[config.mk]
export PLATFORM = sky130hd
export DESIGN_NAME = bccc_ram
export DESIGN_NICKNAME = d
export VERILOG_FILES = /design/src/bccc_ram.sv
export SDC_FILE = /design/constraint.sdc
export NUM_CORES = 1
export LEC_CHECK = 0
export ABC_AREA = 1
export BUFFER_PORTS_ARGS = -buffer_cell sky130_fd_sc_hd__buf_2
export CAP_MARGIN = 30
export CORE_ASPECT_RATIO = 1.5
export CORE_MARGIN = 8
export CORE_UTILIZATION = 62
export DETAILED_ROUTE_END_ITERATION = 12
export PLACE_DENSITY = 0.94
export SYNTH_ARGS = -nofsm -noshare
export SYNTH_HDL_FRONTEND = slang
export SYNTH_SLANG_ARGS = --single-unit
[constraint.sdc]
create_clock -name clk_i -period 1.75 [get_ports clk_i]
set_input_delay 0.175 -clock clk_i [delete_from_list [all_inputs] [get_ports clk_i]]
set_output_delay 0.175 -clock clk_i [all_outputs]
set_load 0.03 [all_outputs]
[src/bccc_ram.sv]
module bccc_ram #(
  parameter int WIDTH = 2,
  parameter int DEPTH = 16,
  localparam int AW = (DEPTH > 1) ? $clog2(DEPTH) : 1
) (
  input  logic             clk_i,
  input  logic             we_i,
  input  logic [AW-1:0]    waddr_i,
  input  logic [WIDTH-1:0] wdata_i,
  input  logic [AW-1:0]    raddr_i,
  output logic [WIDTH-1:0] rdata_o
);

  logic [WIDTH-1:0] mem [DEPTH];
  logic [WIDTH-1:0] rdata_q;

  always_ff @(posedge clk_i) begin
    if (we_i) begin
      mem[waddr_i] <= wdata_i;
    end
    rdata_q <= mem[raddr_i];
  end

  assign rdata_o = rdata_q;

endmodule

==> flow_summary.yaml <==
critical_path:
  critPathKind: "reg -> out"
  regToRegEndpoint: "rdata_o[0]$_DFF_P_"
  cp_top_family: "flip-flops"
  endpoint_kind: "output pin"
  crit_path_start_kind: "flop"
  r2r_start: "mem[12][0]$_DFFE_PP_"
  r2r_cells: 6
  critPathSlowestCell: "dfxtp_1"
  critPathLaunch: "rdata_o[1]$_DFF_P_"
  arrival_ns: 0.84
  r2r_setup_slack_ns: 0.84
  critical_path.max_stage_delay_ns: 0.32
  cp_num_cells: 1
  required_ns: 1.57
  cp_cell_sequence: "buf_2"
  worst-path-buf-inv: 1
  cp_max_fo: 1
floorplan:
  die_h_um: 76.9
  fp.dieArea_um2: 4350
  io_pins: 14
  start_util_pct: 63.9
  die_width_um: 56.6
  std_cell_rows: 22
  coreArea_um2: 2390
global_routing:
  gr-total-overflow: 0
  grt_max_degree: 18
  first_global_vias: 1132
  antenna_found_initial: 0
  grt_usage_pct: 14.2
  grt_pass1_wl_mm: 4.91
synth:
  synth_nets: 171
  synthesis.area_um2: 1530
  syn_avg_cell_area_um2: 9.63
  synthCells: 159
  ys_seq_elements: 34
  yosysUniqueCellTypes: 12
  synthTopCellsByArea: "edfxtp_1, nand2_1, nand3_1"
  synth.largest_area_cell: "edfxtp_1"
  yosys_warnings: 0
  ys_seq_area_share_pct: 65.4
  netlist.area_leader.share_pct: 62.7
timing:
  fin_tns_setup_ns: 0
  hold_viol_final: 0
  final.min_clock_period_ns: 1.01
  slew_viol_final: 0
  fmax_mhz: 986
  grt_setup_unrepaired: "no"
  slew_headroom_pct: 79.2
  setup_viol: 0
  finalCritPeriodShare_pct: 57.9
  skew_ns: 0.0128
  worst_slew_pin_slew_ns: 0.312
routing:
  drtIter0Drc: 26
  routed_wl_mm: 2.95
  route.detailed.drc: 0
  routedWlPerCell_um: 14.7
  dr.pass1.iters: 4
  routed-via-count: 1098
  viasPerCell: 5.49
  drtAntennaViolNets: 0
clocking:
  cts_resized: 0
  h-tree-depth: 2
  cts_hold_buf: 0
  clk_latency_ns: 0.34
  cts.clk_slew.worst_paths_ns: 0.10
  post-cts-setup-buffer-count: 0
  cts_made_buffers: 5
  clock_sinks: 34
  cts_tree: "yes"
  clockBufferDepth: 2
  root_buffer: "clkbuf_4"
pwr:
  power_frac_comb_pct: 8.9
  power.internal_w: 0.00110
  leakagePower_nw: 0.736
  pwr-share-clk_pct: 27.6
  switching_share_pct: 23.8
  p_switching_w: 0.000342
  powerDensity_nw_per_um2: 877
  seqPwrFrac_pct: 63.5
  ir_drop_mv: 0.723
min_path:
  min_from: "raddr_i[3]"
  min_path_cells: 3
  hold_path_class: "in -> reg"
  min_to: "rdata_o[1]$_DFF_P_"
layout:
  drive_above_1_share_pct: 11.9
  fin_nets: 187
  layoutNonFillerInstCount: 200
  n_antenna_cell: 0
  multi_input_area_um2: 380
  regArea_um2: 1000
  synthToLayoutAreaGrowth_pct: 7.19
  mostFrequentLayoutCells: "nand2_1, edfxtp_1, inv_1, nand3_1, nor2_1"
  final_common_cell: "nand2_1"
  n_fill_cell: 182
  post-route-util_pct: 68.5
placed_design:
  place_inst: 192
  port_buffers: 13
  finalWeightedCongestion: 0.958
  hpwl_mm: 2.25
run:
  drv_cap: 0
status:
  status: "finished clean"
cell families (layout without fill, tap and decap cells):
logic type    count (synthesis)  in the layout  synth area share (%)
flops                        34             34                  65.4
simple gates                 91             91                  24.8
buf+inv                      34             51                  9.80
final cells by class:
cell class | count | share of cell area, %
timing repair buffer | 13 | 3.96
multi-input combinational | 91 | 23.2
tap | 24 | 1.83
inverter | 30 | 7.01
sequential | 34 | 61.0
clock buffer | 6 | 2.52
clock inverter | 2 | 0.534
power groups by stage:
stage                     logic (W)  clock network [W]  registers, W
after floorplan           0.0000731                  0      0.000942
after CTS                  0.000128           0.000399      0.000913
final                      0.000128           0.000397      0.000913
after detailed placement   0.000128                  0      0.000932
after global routing       0.000143           0.000426      0.000915
after global placement     0.000122                  0      0.000932
cell usage after synthesis:
master / number
dfxtp_1: 2
inv_1: 28
inv_2: 1
nand3_1: 25
buf_4: 1
inv_4: 1
edfxtp_1: 32
nand3b_1: 2
nor2_1: 17
buf_2: 1
buf_6: 2
nand2_1: 47
per-stage QoR:
stage | setup WS (ns) | hold slack [ns] | power (W) | instance area (µm²)
floorplan | 0.888 | 0.274 | 0.00102 | 1530
global placement | 0.684 | 0.432 | 0.00105 | 1590
detailed placement | 0.632 | 0.437 | 0.00106 | 1590
CTS | 0.731 | 0.0859 | 0.00144 | 1640
global route | 0.702 | 0.0916 | 0.00148 | 1640
finish | 0.736 | 0.0889 | 0.00144 | 1640
worst reg2reg max path, delay by kind of cell (launching register included):
family / cells / cell delay, ns
AND/OR/NAND/NOR: 5 / 0.34
flip-flops: 1 / 0.39
buffers and inverters: 1 / 0.07
per-layer routing:
metal  share of wire, %  wire, µm  vias up  global-route usage, %
li1                   -         -      540                      -
met2                 55      1630       42                   25.9
met4                2.1        62        0                   7.00
met1                 38      1110      507                   13.5
met3                4.9       144        9                   4.45
met5                  0         0        -                      0
flip-flops by register name (all words and copies together), names as in the netlist:
signal / flops
rdata_o: 2
mem: 32
how the worst max path moves through the flow:
stage,endpoint
final,rdata_o[1]
after global routing,rdata_o[0]
after CTS,rdata_o[1]
after detailed placement,mem[1][0]$_DFFE_PP_
after global placement,mem[5][0]$_DFFE_PP_
after floorplan,rdata_o[0]$_DFF_P_
Note: power is estimated with default switching activity, not from simulation.
