`src/bccc_pkg.sv`:
```
package bccc_pkg;

  localparam int ORBIT_SLOTS_DEF = 3564;

  localparam int CROSS_W      = 48;
  localparam int SLOT_FIELD_W = 12;
  localparam int IDX_W        = 5;
  localparam int CNT_W        = 32;
  localparam int CMD_W        = 2;

  localparam int N_TRIG   = 4;
  localparam int N_CAT    = 6;
  localparam int N_CNT    = 26;
  localparam int CNT_ALL  = 24;
  localparam int CNT_LEAD = 25;

  localparam int CAT_A     = 0;
  localparam int CAT_B     = 1;
  localparam int CAT_C     = 2;
  localparam int CAT_E     = 3;
  localparam int CAT_LEAD  = 4;
  localparam int CAT_SLEAD = 5;

  localparam int LEAD_GAP_W = 4;
  localparam int CFG_IDX_W  = 2;
  localparam int CFG_DATA_W = 6;

  localparam logic [CFG_IDX_W-1:0] CFG_LEAD_GAP      = 2'd0;
  localparam logic [CFG_IDX_W-1:0] CFG_REQUIRE_NO_T0 = 2'd1;
  localparam logic [CFG_IDX_W-1:0] CFG_CATEGORY_EN   = 2'd2;

  localparam logic [LEAD_GAP_W-1:0] LEAD_GAP_RST = 4'd5;
  localparam logic [N_CAT-1:0]      CAT_EN_RST   = 6'd2;

  typedef enum logic [CMD_W-1:0] {
    CMD_LOAD    = 2'd0,
    CMD_PROCESS = 2'd1,
    CMD_READ    = 2'd2,
    CMD_CLEAR   = 2'd3
  } cmd_e;

  typedef struct packed {
    logic [IDX_W-1:0]        counter_index;
    logic                    fwd_trigger;
    logic                    t0_ce_trigger;
    logic                    vertex_trigger;
    logic                    has_fwd_hit;
    logic                    has_t0_hit;
    logic [CROSS_W-1:0]      global_crossing;
    logic                    beam_c_filled;
    logic                    beam_a_filled;
    logic [SLOT_FIELD_W-1:0] slot;
  } in_item_t;

  localparam int IN_DATA_W = $bits(in_item_t);

  typedef struct packed {
    logic [5:0]        pad;
    logic [CNT_W-1:0]  count_value;
    logic [N_TRIG-1:0] trigger_flags;
    logic [N_CAT-1:0]  category_flags;
  } out_item_t;

  localparam int OUT_DATA_W = $bits(out_item_t);

  typedef struct packed {
    logic             clear;
    logic             inc_start;
    logic [N_CNT-1:0] inc_mask;
    logic             rd_req;
    logic [IDX_W-1:0] rd_idx;
  } cnt_ctrl_t;

  typedef struct packed {
    logic             busy;
    logic [CNT_W-1:0] rd_data;
  } cnt_stat_t;

endpackage

```
`src/bccc_slot_mod.sv`:
```
module bccc_slot_mod import bccc_pkg::*; #(
  parameter int ORBIT_SLOTS = ORBIT_SLOTS_DEF,
  localparam int SLOT_W = (ORBIT_SLOTS > 1) ? $clog2(ORBIT_SLOTS) : 1
) (
  input  logic               clk_i,
  input  logic               rst_ni,
  input  logic               start_i,
  input  logic [CROSS_W-1:0] value_i,
  output logic               done_o,
  output logic [SLOT_W-1:0]  rem_o
);

  localparam int CHUNK_W  = 12;
  localparam int PROD_W   = 2 * CHUNK_W;
  localparam int SUM_W    = PROD_W + 2;
  localparam int RECIP_SH = 31;
  localparam int RECIP_W  = 32;
  localparam int MUL_W    = SUM_W + RECIP_W;

  localparam int     R12_I   = (1 << CHUNK_W) % ORBIT_SLOTS;
  localparam int     R24_I   = (R12_I * R12_I) % ORBIT_SLOTS;
  localparam int     R36_I   = (R24_I * R12_I) % ORBIT_SLOTS;
  localparam longint RECIP_I = (longint'(1) << RECIP_SH) / ORBIT_SLOTS;

  localparam logic [PROD_W-1:0]  R12   = PROD_W'(R12_I);
  localparam logic [PROD_W-1:0]  R24   = PROD_W'(R24_I);
  localparam logic [PROD_W-1:0]  R36   = PROD_W'(R36_I);
  localparam logic [RECIP_W-1:0] RECIP = RECIP_W'(RECIP_I);
  localparam logic [SUM_W-1:0]   MOD_S = SUM_W'(ORBIT_SLOTS);
  localparam logic [SLOT_W:0]    MOD_R = (SLOT_W + 1)'(ORBIT_SLOTS);

  logic [CROSS_W-1:0] val_q;
  logic [PROD_W-1:0]  prod3, prod2, prod1;
  logic [SUM_W-1:0]   sum_q, sum_d, keep_q, quo_q, quo_d, part, rest;
  logic [MUL_W-1:0]   recip_prod;
  logic [SLOT_W:0]    raw_q, raw_d, sub;
  logic [SLOT_W-1:0]  rem_q, rem_d;
  logic [3:0]         stage_q;
  logic               done_q;

  always_comb begin
    prod3 = {{(PROD_W-CHUNK_W){1'b0}}, val_q[3*CHUNK_W +: CHUNK_W]} * R36;
    prod2 = {{(PROD_W-CHUNK_W){1'b0}}, val_q[2*CHUNK_W +: CHUNK_W]} * R24;
    prod1 = {{(PROD_W-CHUNK_W){1'b0}}, val_q[CHUNK_W +: CHUNK_W]} * R12;
    sum_d = SUM_W'(prod3) + SUM_W'(prod2) + SUM_W'(prod1) + SUM_W'(val_q[CHUNK_W-1:0]);
    recip_prod = {{RECIP_W{1'b0}}, sum_q} * {{SUM_W{1'b0}}, RECIP};
    quo_d = recip_prod[RECIP_SH +: SUM_W];
    part  = quo_q * MOD_S;
    rest  = keep_q - part;
    raw_d = rest[SLOT_W:0];
    sub   = raw_q - MOD_R;
    rem_d = (raw_q >= MOD_R) ? sub[SLOT_W-1:0] : raw_q[SLOT_W-1:0];
  end

  always_ff @(posedge clk_i or negedge rst_ni) begin
    if (!rst_ni) begin
      stage_q <= '0;
      done_q  <= 1'b0;
    end else begin
      stage_q <= {stage_q[2:0], start_i};
      done_q  <= stage_q[3];
    end
  end

  always_ff @(posedge clk_i) begin
    if (start_i) begin
      val_q <= value_i;
    end
    if (stage_q[0]) begin
      sum_q <= sum_d;
    end
    if (stage_q[1]) begin
      quo_q  <= quo_d;
      keep_q <= sum_q;
    end
    if (stage_q[2]) begin
      raw_q <= raw_d;
    end
    if (stage_q[3]) begin
      rem_q <= rem_d;
    end
  end

  assign done_o = done_q;
  assign rem_o  = rem_q;

endmodule

```
`config.mk`:
```
export PLATFORM = sky130hd
export DESIGN_NAME = bccc_slot_mod
export DESIGN_NICKNAME = d
export VERILOG_FILES = /design/src/bccc_pkg.sv /design/src/bccc_slot_mod.sv
export SDC_FILE = /design/constraint.sdc
export NUM_CORES = 1
export LEC_CHECK = 0
export BUFFER_PORTS_ARGS = -buffer_cell sky130_fd_sc_hd__buf_2
export CAP_MARGIN = 10
export CORE_ASPECT_RATIO = 1.25
export CORE_MARGIN = 2
export CORE_UTILIZATION = 55
export CTS_BUF_LIST = sky130_fd_sc_hd__clkbuf_8
export DETAILED_ROUTE_END_ITERATION = 8
export GPL_ROUTABILITY_DRIVEN = 0
export PLACE_DENSITY = 0.72
export SLEW_MARGIN = 30
export SYNTH_ARGS = -nofsm -noshare
export SYNTH_HDL_FRONTEND = slang
export SYNTH_SLANG_ARGS = --single-unit
```
`constraint.sdc`:
```
create_clock -name clk_i -period 19.3 [get_ports clk_i]
set_input_delay 0.965 -clock clk_i [delete_from_list [all_inputs] [get_ports clk_i]]
set_output_delay 0.965 -clock clk_i [all_outputs]
set_load 0.1 [all_outputs]
```
==> flow_metrics.tcl <==
set metrics [dict create \
    outcome "completed" \
    setup_tns_ps 0 \
    relSlewSlack_pct 45.7 \
    grt_pass1_vias 13800 \
    synth_simple_gate_area_share_pct 4.68 \
    setup_viol 0 \
    n_fill_cell 2941 \
    critPathRequiredTime_ps 19520 \
    ant_nets 0 \
    synthXorXnorAreaFrac_pct 4.71 \
    grt-ovfl-total 0 \
    synth_compound_area_share_pct 7.07 \
    synth_edf_count 122 \
    grt_pass1_wl_mm 63.9 \
    gr-usage-all-layers_pct 21.9 \
    yosys_warnings 0 \
    start_kind "flip-flop" \
    port_buffers 63 \
    skew_ps 23.2 \
    drive_above_1_share_pct 5.89 \
    top_level_ports 64 \
    clkSinkCount 127 \
    max_freq_mhz 139 \
    maxCapViolCount 0 \
    antenna_found_initial 1 \
    postCtsResizedCells 0 \
    wirelength_mm 36.7 \
    die-area_mm2 0.0370 \
    rsz0062_at_grt "no" \
    tritoncts "built" \
    syn_to_final_growth_pct 6.66 \
    cts_buffers 17 \
    clk_path_buf_depth 2 \
    drt-initial-drc-count 381 \
    insertion_delay_ps 480 \
    hpwl_mm 31.9 \
    ys_types 56 \
    syn_inst 1822 \
    hp-class "in -> async" \
    crit_path_end_kind "flip-flop" \
    period_minus_slack_ps 7200 \
    h-tree-depth 4 \
    first_pass_iters 5 \
    holdBufCountCts 0 \
    synth_flop_cell "edfxtp_1" \
    critPathKind "reg -> reg" \
    crit_top_cell "fa_1" \
    die_w_um 172 \
    die_h_um 215 \
    start_util_pct 55.5 \
    path_clk_slew_ps 100 \
    cts-root-buf "clkbuf_8" \
    drc 0 \
    syn_area_per_cell_um2 10.7 \
    synthMuxAreaShare_pct 0.115 \
    slew_violations 0 \
    syn_nets 2556 \
    synth_seq_cells 127 \
    post_cts_buffers 0 \
    cp.arrival_ps 7420 \
    yosys.area_share.adder_pct 54.2 \
    fin_nets 2639 \
    max_stage_delay_ps 570 \
    post-route-period-util_pct 37.3 \
    synth_area_mm2 0.0195 \
    synth_top_family_by_area "adder cells" \
    hold_viol 0 \
    viasPerCell 5.22 \
    async_flop_share_pct 3.94 \
    core_mm2 0.0352 \
    r2r_setup_slack_ps 12100 \
    post_drt_wl_per_cell_um 15.3 \
    synth_sequential_area_ratio_pct 19.4 \
    worst_pin_slew_ps 811 \
    vias 12500 \
    critPathMaxFanout 5 \
    grt_max_degree 50 \
    rows 77 \
    cpMaxStageDelayCell "fa_1" \
]
==> worst max-delay path, delay by kind of cell (launching register included) <==
kind / cells / cell delay [ps]
fa+ha+maj: 8 / 3780
compound gates: 8 / 1860
simple gates: 3 / 310
flops: 1 / 520
buf+inv: 4 / 190
xor+xnor: 2 / 250
==> sequential cells by signal, summed over array words and instances, names as in the netlist <==
name     count
done_o       1
keep_q      13
quo_q       11
raw_q       13
rem_o       12
stage_q      4
sum_q       25
val_q       48
==> worst paths after layout <==
check | cells past startpoint | start | end
setup reg to reg | 25 | val_q[29] | sum_q[21]
min in group clk_i | 0 | val_q[1] | sum_q[1]
max in group asynchronous | 1 | rst_ni | stage_q[0]
hold reg to reg | 0 | val_q[1] | sum_q[1]
hold / removal | 1 | rst_ni | stage_q[3]
setup / recovery | 25 | val_q[29] | sum_q[21]
==> cell type report <==
cell class	instances	area, µm²	share of cell area (%)
flip-flops and latches	127	3790	18.2
inverters	508	1910	9.16
diodes	1	2.50	0.0120
repair buffers	64	323	1.55
clock inverters	14	130	0.625
well taps	474	593	2.85
multi-input cells	1187	13800	66.4
clock buffers	18	248	1.19
==> cell usage after synthesis, types with 6 or more instances <==
cell type | instances | area, µm²
a21boi_0 | 7 | 52.6
a31oi_1 | 6 | 37.5
nand3_1 | 21 | 105
xnor2_1 | 66 | 578
xor2_1 | 39 | 342
o31ai_1 | 6 | 45.0
nand2b_1 | 11 | 68.8
fa_1 | 271 | 5430
inv_1 | 508 | 1910
nor2b_1 | 15 | 93.8
nand2_1 | 43 | 161
nor3_1 | 15 | 75.1
o211ai_1 | 6 | 45.0
o2111ai_1 | 7 | 61.3
ha_1 | 412 | 5150
o21a_1 | 13 | 97.6
o21ai_0 | 45 | 225
a21oi_1 | 62 | 310
nor2_1 | 52 | 195
o21bai_1 | 6 | 45.0
edfxtp_1 | 122 | 3660
a311oi_1 | 7 | 61.3
a21o_1 | 10 | 75.1
and3_1 | 9 | 56.3
==> per-layer routing <==
metal,GRT usage (%),vias to the layer above,share of wire (%)
li1,-,6073,-
met4,6.05,0,2.1
met5,0,-,0
met3,2.44,49,2.1
met2,41.9,152,56
met1,25.3,6224,40
==> cells in the final DEF, fill, tap and decap left out, types with 9 or more instances in the layout <==
master	instances
clkbuf_8	18
nor2b_1	15
nand3_1	21
buf_2	63
and3_1	9
ha_1	412
edfxtp_1	122
nor2_1	52
o21ai_0	45
inv_1	508
fa_1	271
xor2_1	39
a21oi_1	62
xnor2_1	66
o21a_1	13
nand2b_1	11
nor3_1	15
a21o_1	10
nand2_1	43
==> cell families (layout without fill, tap and decap cells) <==
logic type               count (synthesis)  in the layout
adder cells (fa/ha/maj)                683            683
buffers and inverters                  508            604
AO/OA/AOI/OAI                          208            208
AND/OR/NAND/NOR                        189            189
flip-flops                             127            127
XOR/XNOR                               105            105
multiplexers                             2              2
other                                    0              1
==> stage by stage <==
stage,setup slack (ps),cells,util (%),hold slack [ps],instance area (µm²)
finish,12100,2393,59.2,303,20800
global route,11760,2393,59.2,290,20800
CTS,12110,2392,59.2,291,20800
detailed placement,12150,2360,58.1,407,20400
global placement,12340,2360,58.1,404,20400
floorplan,12700,1822,-,400,19500
Power is not shown: default switching activity piles up to over one toggle a cycle in this logic, so the estimate is an artifact.
