$ cat src/bccc_pkg.sv
package bccc_pkg;

  localparam int ORBIT_SLOTS_DEF = 3564;

  localparam int CROSS_W      = 48;
  localparam int SLOT_FIELD_W = 12;
  localparam int IDX_W        = 5;
  localparam int CNT_W        = 32;
  localparam int CMD_W        = 2;

  localparam int N_TRIG   = 4;
  localparam int N_CAT    = 6;
  localparam int N_CNT    = 26;
  localparam int CNT_ALL  = 24;
  localparam int CNT_LEAD = 25;

  localparam int CAT_A     = 0;
  localparam int CAT_B     = 1;
  localparam int CAT_C     = 2;
  localparam int CAT_E     = 3;
  localparam int CAT_LEAD  = 4;
  localparam int CAT_SLEAD = 5;

  localparam int LEAD_GAP_W = 4;
  localparam int CFG_IDX_W  = 2;
  localparam int CFG_DATA_W = 6;

  localparam logic [CFG_IDX_W-1:0] CFG_LEAD_GAP      = 2'd0;
  localparam logic [CFG_IDX_W-1:0] CFG_REQUIRE_NO_T0 = 2'd1;
  localparam logic [CFG_IDX_W-1:0] CFG_CATEGORY_EN   = 2'd2;

  localparam logic [LEAD_GAP_W-1:0] LEAD_GAP_RST = 4'd5;
  localparam logic [N_CAT-1:0]      CAT_EN_RST   = 6'd2;

  typedef enum logic [CMD_W-1:0] {
    CMD_LOAD    = 2'd0,
    CMD_PROCESS = 2'd1,
    CMD_READ    = 2'd2,
    CMD_CLEAR   = 2'd3
  } cmd_e;

  typedef struct packed {
    logic [IDX_W-1:0]        counter_index;
    logic                    fwd_trigger;
    logic                    t0_ce_trigger;
    logic                    vertex_trigger;
    logic                    has_fwd_hit;
    logic                    has_t0_hit;
    logic [CROSS_W-1:0]      global_crossing;
    logic                    beam_c_filled;
    logic                    beam_a_filled;
    logic [SLOT_FIELD_W-1:0] slot;
  } in_item_t;

  localparam int IN_DATA_W = $bits(in_item_t);

  typedef struct packed {
    logic [5:0]        pad;
    logic [CNT_W-1:0]  count_value;
    logic [N_TRIG-1:0] trigger_flags;
    logic [N_CAT-1:0]  category_flags;
  } out_item_t;

  localparam int OUT_DATA_W = $bits(out_item_t);

  typedef struct packed {
    logic             clear;
    logic             inc_start;
    logic [N_CNT-1:0] inc_mask;
    logic             rd_req;
    logic [IDX_W-1:0] rd_idx;
  } cnt_ctrl_t;

  typedef struct packed {
    logic             busy;
    logic [CNT_W-1:0] rd_data;
  } cnt_stat_t;

endpackage

$ cat src/bccc_ram.sv
module bccc_ram #(
  parameter int WIDTH = 2,
  parameter int DEPTH = 16,
  localparam int AW = (DEPTH > 1) ? $clog2(DEPTH) : 1
) (
  input  logic             clk_i,
  input  logic             we_i,
  input  logic [AW-1:0]    waddr_i,
  input  logic [WIDTH-1:0] wdata_i,
  input  logic [AW-1:0]    raddr_i,
  output logic [WIDTH-1:0] rdata_o
);

  logic [WIDTH-1:0] mem [DEPTH];
  logic [WIDTH-1:0] rdata_q;

  always_ff @(posedge clk_i) begin
    if (we_i) begin
      mem[waddr_i] <= wdata_i;
    end
    rdata_q <= mem[raddr_i];
  end

  assign rdata_o = rdata_q;

endmodule

$ cat src/bccc_cnt_bank.sv
module bccc_cnt_bank import bccc_pkg::*; (
  input  logic      clk_i,
  input  logic      rst_ni,
  input  cnt_ctrl_t ctrl_i,
  output cnt_stat_t stat_o
);

  localparam int CNT_AW = $clog2(N_CNT);

  logic [N_CNT-1:0]  valid_q, pend_q, pick;
  logic [CNT_AW-1:0] pick_idx, raddr, wr_idx_q;
  logic              wr_pend_q, rd_ok_q, issue, rd_in_range;
  logic [CNT_W-1:0]  rdata, old_val, wdata;

  assign pick  = pend_q & (~pend_q + 1'b1);
  assign issue = |pend_q;

  always_comb begin
    pick_idx = '0;
    for (int i = 0; i < N_CNT; i++) begin
      pick_idx = pick_idx | (pick[i] ? CNT_AW'(i) : '0);
    end
  end

  assign rd_in_range = (ctrl_i.rd_idx < IDX_W'(N_CNT));

  always_comb begin
    raddr = pick_idx;
    if (ctrl_i.rd_req) begin
      raddr = rd_in_range ? ctrl_i.rd_idx[CNT_AW-1:0] : '0;
    end
  end

  assign old_val = valid_q[wr_idx_q] ? rdata : '0;
  assign wdata   = (&old_val) ? old_val : old_val + 1'b1;

  bccc_ram #(
    .WIDTH (CNT_W),
    .DEPTH (N_CNT)
  ) u_cnt_ram (
    .clk_i   (clk_i),
    .we_i    (wr_pend_q),
    .waddr_i (wr_idx_q),
    .wdata_i (wdata),
    .raddr_i (raddr),
    .rdata_o (rdata)
  );

  always_ff @(posedge clk_i or negedge rst_ni) begin
    if (!rst_ni) begin
      valid_q   <= '0;
      pend_q    <= '0;
      wr_pend_q <= 1'b0;
      rd_ok_q   <= 1'b0;
    end else begin
      if (ctrl_i.clear) begin
        valid_q <= '0;
      end else if (wr_pend_q) begin
        valid_q[wr_idx_q] <= 1'b1;
      end
      if (ctrl_i.inc_start) begin
        pend_q <= ctrl_i.inc_mask;
      end else if (issue) begin
        pend_q <= pend_q & ~pick;
      end
      wr_pend_q <= issue && !ctrl_i.inc_start;
      rd_ok_q   <= ctrl_i.rd_req && rd_in_range && valid_q[raddr];
    end
  end

  always_ff @(posedge clk_i) begin
    wr_idx_q <= pick_idx;
  end

  assign stat_o.busy    = issue | wr_pend_q;
  assign stat_o.rd_data = rd_ok_q ? rdata : '0;

endmodule

$ cat config.mk
export PLATFORM = sky130hd
export DESIGN_NAME = bccc_cnt_bank
export DESIGN_NICKNAME = d
export VERILOG_FILES = /design/src/bccc_pkg.sv /design/src/bccc_ram.sv /design/src/bccc_cnt_bank.sv
export SDC_FILE = /design/constraint.sdc
export NUM_CORES = 1
export LEC_CHECK = 0
export BUFFER_PORTS_ARGS = -buffer_cell sky130_fd_sc_hd__buf_4
export CORE_MARGIN = 1.5
export CORE_UTILIZATION = 64
export DETAILED_ROUTE_END_ITERATION = 8
export MAX_ROUTING_LAYER = met4
export PLACE_DENSITY = 0.83
export SLEW_MARGIN = 20
export SYNTH_ARGS = -nofsm -noshare
export SYNTH_HDL_FRONTEND = slang
export SYNTH_SLANG_ARGS = --single-unit
$ cat constraint.sdc
create_clock -name clk_i -period 13.7 [get_ports clk_i]
set_input_delay 2.055 -clock clk_i [delete_from_list [all_inputs] [get_ports clk_i]]
set_output_delay 2.055 -clock clk_i [all_outputs]
set_load 0.01 [all_outputs]
==> impl_metrics.toml, run 1 <==
[floorplan]
start_util_pct = 64.6
die_h_um = 244
io_pins = 69
num_rows = 88
die_area_um2 = 59700
die_w_um = 244
fp.coreArea_um2 = 57700

[route]
ant_nets = 0
drt_iter0_drc = 3759
via_count = 25300
vias_per_cell = 6.80
drc = 0
routedWlPerCell_um = 26.8
routed_wl_um = 99600
drt_pre_antenna_iters = 6

[sta]
setup_viol = 0
relSlewSlack_pct = 20.4
worst_slack_ns = 8.10
whs_ns = 0.536
fin_crit_ns = 5.60
final.setup.tns_ns = 0
skew_ns = 0.0253
slew_viol_final = 0
max_freq_mhz = 178
period_share_pct = 40.9
grt_setup_unrepaired = "no"
timing.final.hold_violations = 0
tightest_slew_ns = 1.19

[pwr]
peakVddDrop_uv = 109
clkPwrFrac_pct = 36.4
p_comb_share_pct = 11.4
power_frac_seq_pct = 52.1
switching_share_pct = 25.5
intPower_mw = 4.68
netSwitchingPower_mw = 1.60
power_leakage_nw = 14.4
power_density_nw_per_um2 = 151

[critical_path]
crit_required_ns = 11.64
end_kind = "output pin"
worst-setup-path-type = "flop to output pin"
arrival_ns = 3.55
path_max_fanout = 11
cp-start-kind = "flop"

[placed_design]
io_buffers = 68
routabilityCongestion = 0.878
dp_hpwl_um = 51400
dp_slack_ns = 7.93
dp_cells = 3558

[finish]
final_layout_size_suffix_gt1_share_pct = 12.1
seqCellArea_um2 = 27100
area_delta_synth_final_pct = 11.6
nets = 2922
antennaDiodeCount = 0
final_cells = 3723
multi_input_area_um2 = 9720
fillers = 3446

[status]
outcome = "complete, no violations"

[cts]
cts_htree_levels = 3
cts_buffer_depth = 3
cts_made_buffers = 88
ctsHoldBuffers = 0
tritoncts = "done"
post_cts_buffers = 0
clkTransAtPathRegs_ns = 0.06
cts_root_buf = "clkbuf_16"
ctsResizeCount = 0
clkSinkCount = 923
clock_latency_ns = 0.65

[synth]
synth_flop_cell = "edfxtp_1"
synth_warnings = 0
synth_edf_count = 832
ys_seq_elements = 923
syn-num-nets = 2874
synth-async-reset-ratio_pct = 5.85
seq_area_frac_synth_pct = 72.6
postSynthAreaPerCell_um2 = 13.1
syn_area_um2 = 37300
synthesis.instances = 2837
ys_types = 62

[global_routing]
antenna_found_initial = 0
overflow = 0
grt_first_pass_wirelength_um = 148000
grt_pass1_vias = 24900
grtUsageTotal_pct = 34.6
grt_start_max_net_pins = 173

[hold_path]
hp-class = "flop to flop"

[run]
timing.max_cap.violations = 0
-- critical path: stages, from the launching register on --
cell      delay (ns)
dfrtp_1         0.43
nor4_1          0.75
nand3_1         0.41
nor4_1          0.59
and3_1          0.49
nand2b_1        0.11
buf_4           0.16
-- path summary, 6_finish.rpt --
path | depth (start not counted) | end | start | slack, ns
worst max-delay path | 6 | stat_o[32] | pend_q[0] | 8.10
worst min-delay path | 2 | valid_q[2] | valid_q[2] | 0.54
worst max register to register | 11 | u_cnt_ram.rdata_o[24] | pend_q[0] | 8.23
worst min register to register | 2 | valid_q[2] | valid_q[2] | 0.54
max in group asynchronous | 1 | rd_ok_q | rst_ni | 11.73
min in group asynchronous | 1 | wr_pend_q | rst_ni | 1.47
-- logic make-up after synthesis --
family | Yosys count | share of synthesized area (%)
mux | 99 | 3.14
buf+inv | 195 | 2.13
compound gates | 439 | 8.07
fa+ha+maj | 1 | 0.0335
simple gates | 1157 | 13.5
xor+xnor | 23 | 0.540
flops | 923 | 72.6
-- cell type report --
type                            instances  area share [%]
Tap cell                              765            2.30
Clock buffer                          123            5.89
Multi-Input combinational cell       1719            23.4
Timing Repair Buffer                  139            2.68
Clock inverter                         40           0.577
Inverter                               14           0.126
Sequential cell                       923            65.1
-- registers in the layout, indices dropped and copies added, names as in the netlist --
name,cells
wr_pend_q,1
rd_ok_q,1
u_cnt_ram.mem,832
u_cnt_ram.rdata_o,32
wr_idx_q,5
pend_q,26
valid_q,26
-- stage by stage --
| stage | cell area, um^2 | util, % | total power [mW] |
|---|---|---|---|
| 3_3_place_gp | 38800 | 67.3 | 3.99 |
| 2_1_floorplan | 37300 | - | 3.74 |
| 3_5_place_dp | 38900 | 67.4 | 4.02 |
| 5_1_grt | 41600 | 72.1 | 6.45 |
| 6_report | 41600 | 72.1 | 6.29 |
| 4_1_cts | 41600 | 72.1 | 6.27 |
-- power by group through the flow --
stage	registers [mW]	logic, mW	clock network [mW]
floorplan	3.28	0.463	0
global placement	3.32	0.662	0
detailed placement	3.33	0.693	0
CTS	3.27	0.701	2.30
global route	3.28	0.767	2.41
finish	3.28	0.719	2.29
-- per-layer routing --
layer / global-route usage (%) / vias to the layer above / part of all wire, %
li1: - / 10700 / -
met1: 45.9 / 12200 / 35
met2: 51.7 / 2059 / 46
met3: 7.80 / 332 / 14
met4: 16.0 / 0 / 4.6
met5: - / - / 0
-- layout by cell type (no fill, tap or decap), types with 33 or more instances in the layout --
master,n
mux2i_1,54
nand2_1,597
o21ai_0,75
edfxtp_1,832
o211ai_1,33
a31oi_1,65
buf_4,133
dfrtp_1,53
dfxtp_1,37
a21oi_1,105
clkbuf_16,93
nand4_1,43
nand3_1,173
and2_1,36
a22oi_1,33
nor2_1,181
-- synthesized netlist by cell type (16+ instances only) --
library cell,count,area share (%)
mux2_2,32,0.97
a221o_1,32,0.86
buf_2,48,0.64
nor2_1,217,2.2
and2_1,36,0.60
edfxtp_1,832,67
a22oi_1,33,0.66
xor2_1,19,0.45
nand3_1,173,2.3
dfxtp_1,37,2.0
o211ai_1,33,0.66
clkbuf_1,122,1.2
nand4_1,43,0.72
a21oi_1,105,1.4
o21ai_0,75,1.0
or3_1,16,0.27
a31oi_1,65,1.1
dfrtp_1,54,3.6
nand2_1,598,6.0
a32oi_1,32,0.75
mux2i_1,54,1.4
a311o_1,31,0.83
Note: power is estimated with default switching activity, not from simulation.
==> run 2: changes to the inputs <==
--- a/config.mk
+++ b/config.mk
@@ -7,10 +7,10 @@
 export LEC_CHECK = 0
 export BUFFER_PORTS_ARGS = -buffer_cell sky130_fd_sc_hd__buf_4
 export CORE_MARGIN = 1.5
-export CORE_UTILIZATION = 64
+export CORE_UTILIZATION = 56
 export DETAILED_ROUTE_END_ITERATION = 8
 export MAX_ROUTING_LAYER = met4
-export PLACE_DENSITY = 0.83
+export PLACE_DENSITY = 0.77
 export SLEW_MARGIN = 20
 export SYNTH_ARGS = -nofsm -noshare
 export SYNTH_HDL_FRONTEND = slang
==> constraint.sdc (replaced) <==
create_clock -name clk_i -period 4.52 [get_ports clk_i]
set_input_delay 0.678 -clock clk_i [delete_from_list [all_inputs] [get_ports clk_i]]
set_output_delay 0.678 -clock clk_i [all_outputs]
set_load 0.01 [all_outputs]
==> impl_metrics.toml, run 2 (synthesis gave the netlist of run 1 again) <==
[status]
outcome = "complete, no violations"

[sta]
grt_setup_unrepaired = "no"
fin_crit_ns = 4.23
skew_ns = 0.0221
relSlewSlack_pct = 30.4
max_freq_mhz = 236
slew_viol_final = 0
setup_viol = 0
tightest_slew_ns = 1.04
timing.final.hold_violations = 0
period_share_pct = 93.7

[critical_path]
r2r_cells = 12
arrival_ns = 4.56
cp-start-kind = "flop"
crit_required_ns = 4.85
crit_path_end = "u_cnt_ram.mem[4][25]"
worstSetupStartpoint = "wr_idx_q[0]"
reg2reg_to = "u_cnt_ram.mem[4][25]"
end_kind = "flop"
rrSetupSlack_ns = 0.29
r2r_start = "wr_idx_q[0]"
path_max_fanout = 26
worst-setup-path-type = "flop to flop"

[cts]
post_cts_buffers = 0
cts_buffer_depth = 3
clkTransAtPathRegs_ns = 0.06
clock_latency_ns = 0.65
tritoncts = "done"
cts_made_buffers = 90
ctsResizeCount = 2
cts_htree_levels = 3
clkSinkCount = 923
ctsHoldBuffers = 0
cts_root_buf = "clkbuf_16"

[route]
ant_nets = 0
m1WireLength_um = 37200
vias_per_cell = 6.49
drt_iter0_drc = 3578
routed.top_layer = "met4"
drc = 0
routedWlPerCell_um = 25.9
routed-wl-met2_um = 46800
routed_wl_um = 100000
via_count = 25100
drt_pre_antenna_iters = 5
wl_met3_um = 11700

[finish]
largest_reg_flops = 832
area_delta_synth_final_pct = 13.7
top_register = "u_cnt_ram.mem"
final_common_cell = "edfxtp_1"
antennaDiodeCount = 0
final_cells = 3866
final_layout_size_suffix_gt1_share_pct = 13.7
nets = 2964
final_cell_mix = "edfxtp_1, nand2_1, nor2_1, nand3_1, buf_4"

[floorplan]
io_pins = 69
num_rows = 94
die_h_um = 261
die_area_um2 = 68100
start_util_pct = 56.6
die_w_um = 261
fp.coreArea_um2 = 65900

[global_routing]
grt_start_max_net_pins = 102
grt_pass1_vias = 24400
grt_first_pass_wirelength_um = 149000
antenna_found_initial = 1
overflow = 0
grtUsageTotal_pct = 30.4

[hold_path]
hp-class = "primary input to async pin"

[pwr]
peakVddDrop_uv = 321
fin_total_pwr_mw = 19.5
power_density_nw_per_um2 = 460
power_leakage_nw = 14.8

[placed_design]
dp_hpwl_um = 55900
routabilityCongestion = 0.879
io_buffers = 68
dp_cells = 3699

[run]
timing.max_cap.violations = 0
[run 2: changes by cell type in the layout (fill, tap and decap cells not counted), moves of 2 or more]
cell,delta
clkinv_1,-12
clkbuf_16,-2
buf_12,+11
clkinv_8,+2
nor2_1,+3
nor2_2,-4
clkbuf_8,+12
bufinv_16,+2
buf_4,+29
[run 2: where the power goes]
part	internal, mW	total, mW	switching, mW
registers	9.64	9.94	0.297
logic	0.714	2.24	1.53
clock network	4.18	7.30	3.12
total	14.5	19.5	4.95
[run 2: layout make-up]
class	count	area (um^2)
Multi-Input combinational cell	1719	9720
Fill cell	4507	23500
Timing Repair Buffer	179	1570
Sequential cell	923	27100
Clock buffer	133	2560
Inverter	14	52.6
Tap cell	864	1080
Clock inverter	34	319
[run 2: metrics by stage]
stage / hold WS [ns] / utilization (%) / worst slack [ns] / instance area, um^2 / TNS, ns
after detailed placement: 0.516 / 60.0 / -0.0792 / 39500 / -2.70
after floorplan: 0.382 / - / 0.207 / 37300 / 0
after CTS: 0.0860 / 64.3 / 0.222 / 42400 / 0
after global placement: 0.497 / 59.9 / 0.136 / 39400 / 0
after global routing: 0.143 / 64.4 / 0.0347 / 42400 / 0
final: 0.0917 / 64.4 / 0.286 / 42400 / 0
[run 2: per-layer routing]
layer,vias to the layer above,track usage (%)
li1,10800,-
met1,12300,39.9
met2,1683,46.7
met3,285,5.65
met4,0,13.1
met5,-,-
[run 2: worst min path at each step]
stage	from	endpoint	slack [ns]
floorplan	rst_ni	pend_q[0]	0.38
global placement	valid_q[5]	valid_q[5]	0.50
detailed placement	valid_q[5]	valid_q[5]	0.52
CTS	rst_ni	pend_q[0]	0.09
global route	rst_ni	pend_q[0]	0.14
finish	rst_ni	pend_q[0]	0.09
[run 2: worst max-delay path: stages (launching register included)]
cell	delay, ns
dfxtp_1	0.69
mux4_2	0.58
a22oi_1	0.20
mux4_2	0.36
nor2b_1	0.10
ha_1	0.21
nand4b_1	0.13
and4_1	0.23
nor4b_1	0.27
buf_4	0.21
nand3_1	0.09
xor2_1	0.18
nor2_2	0.67
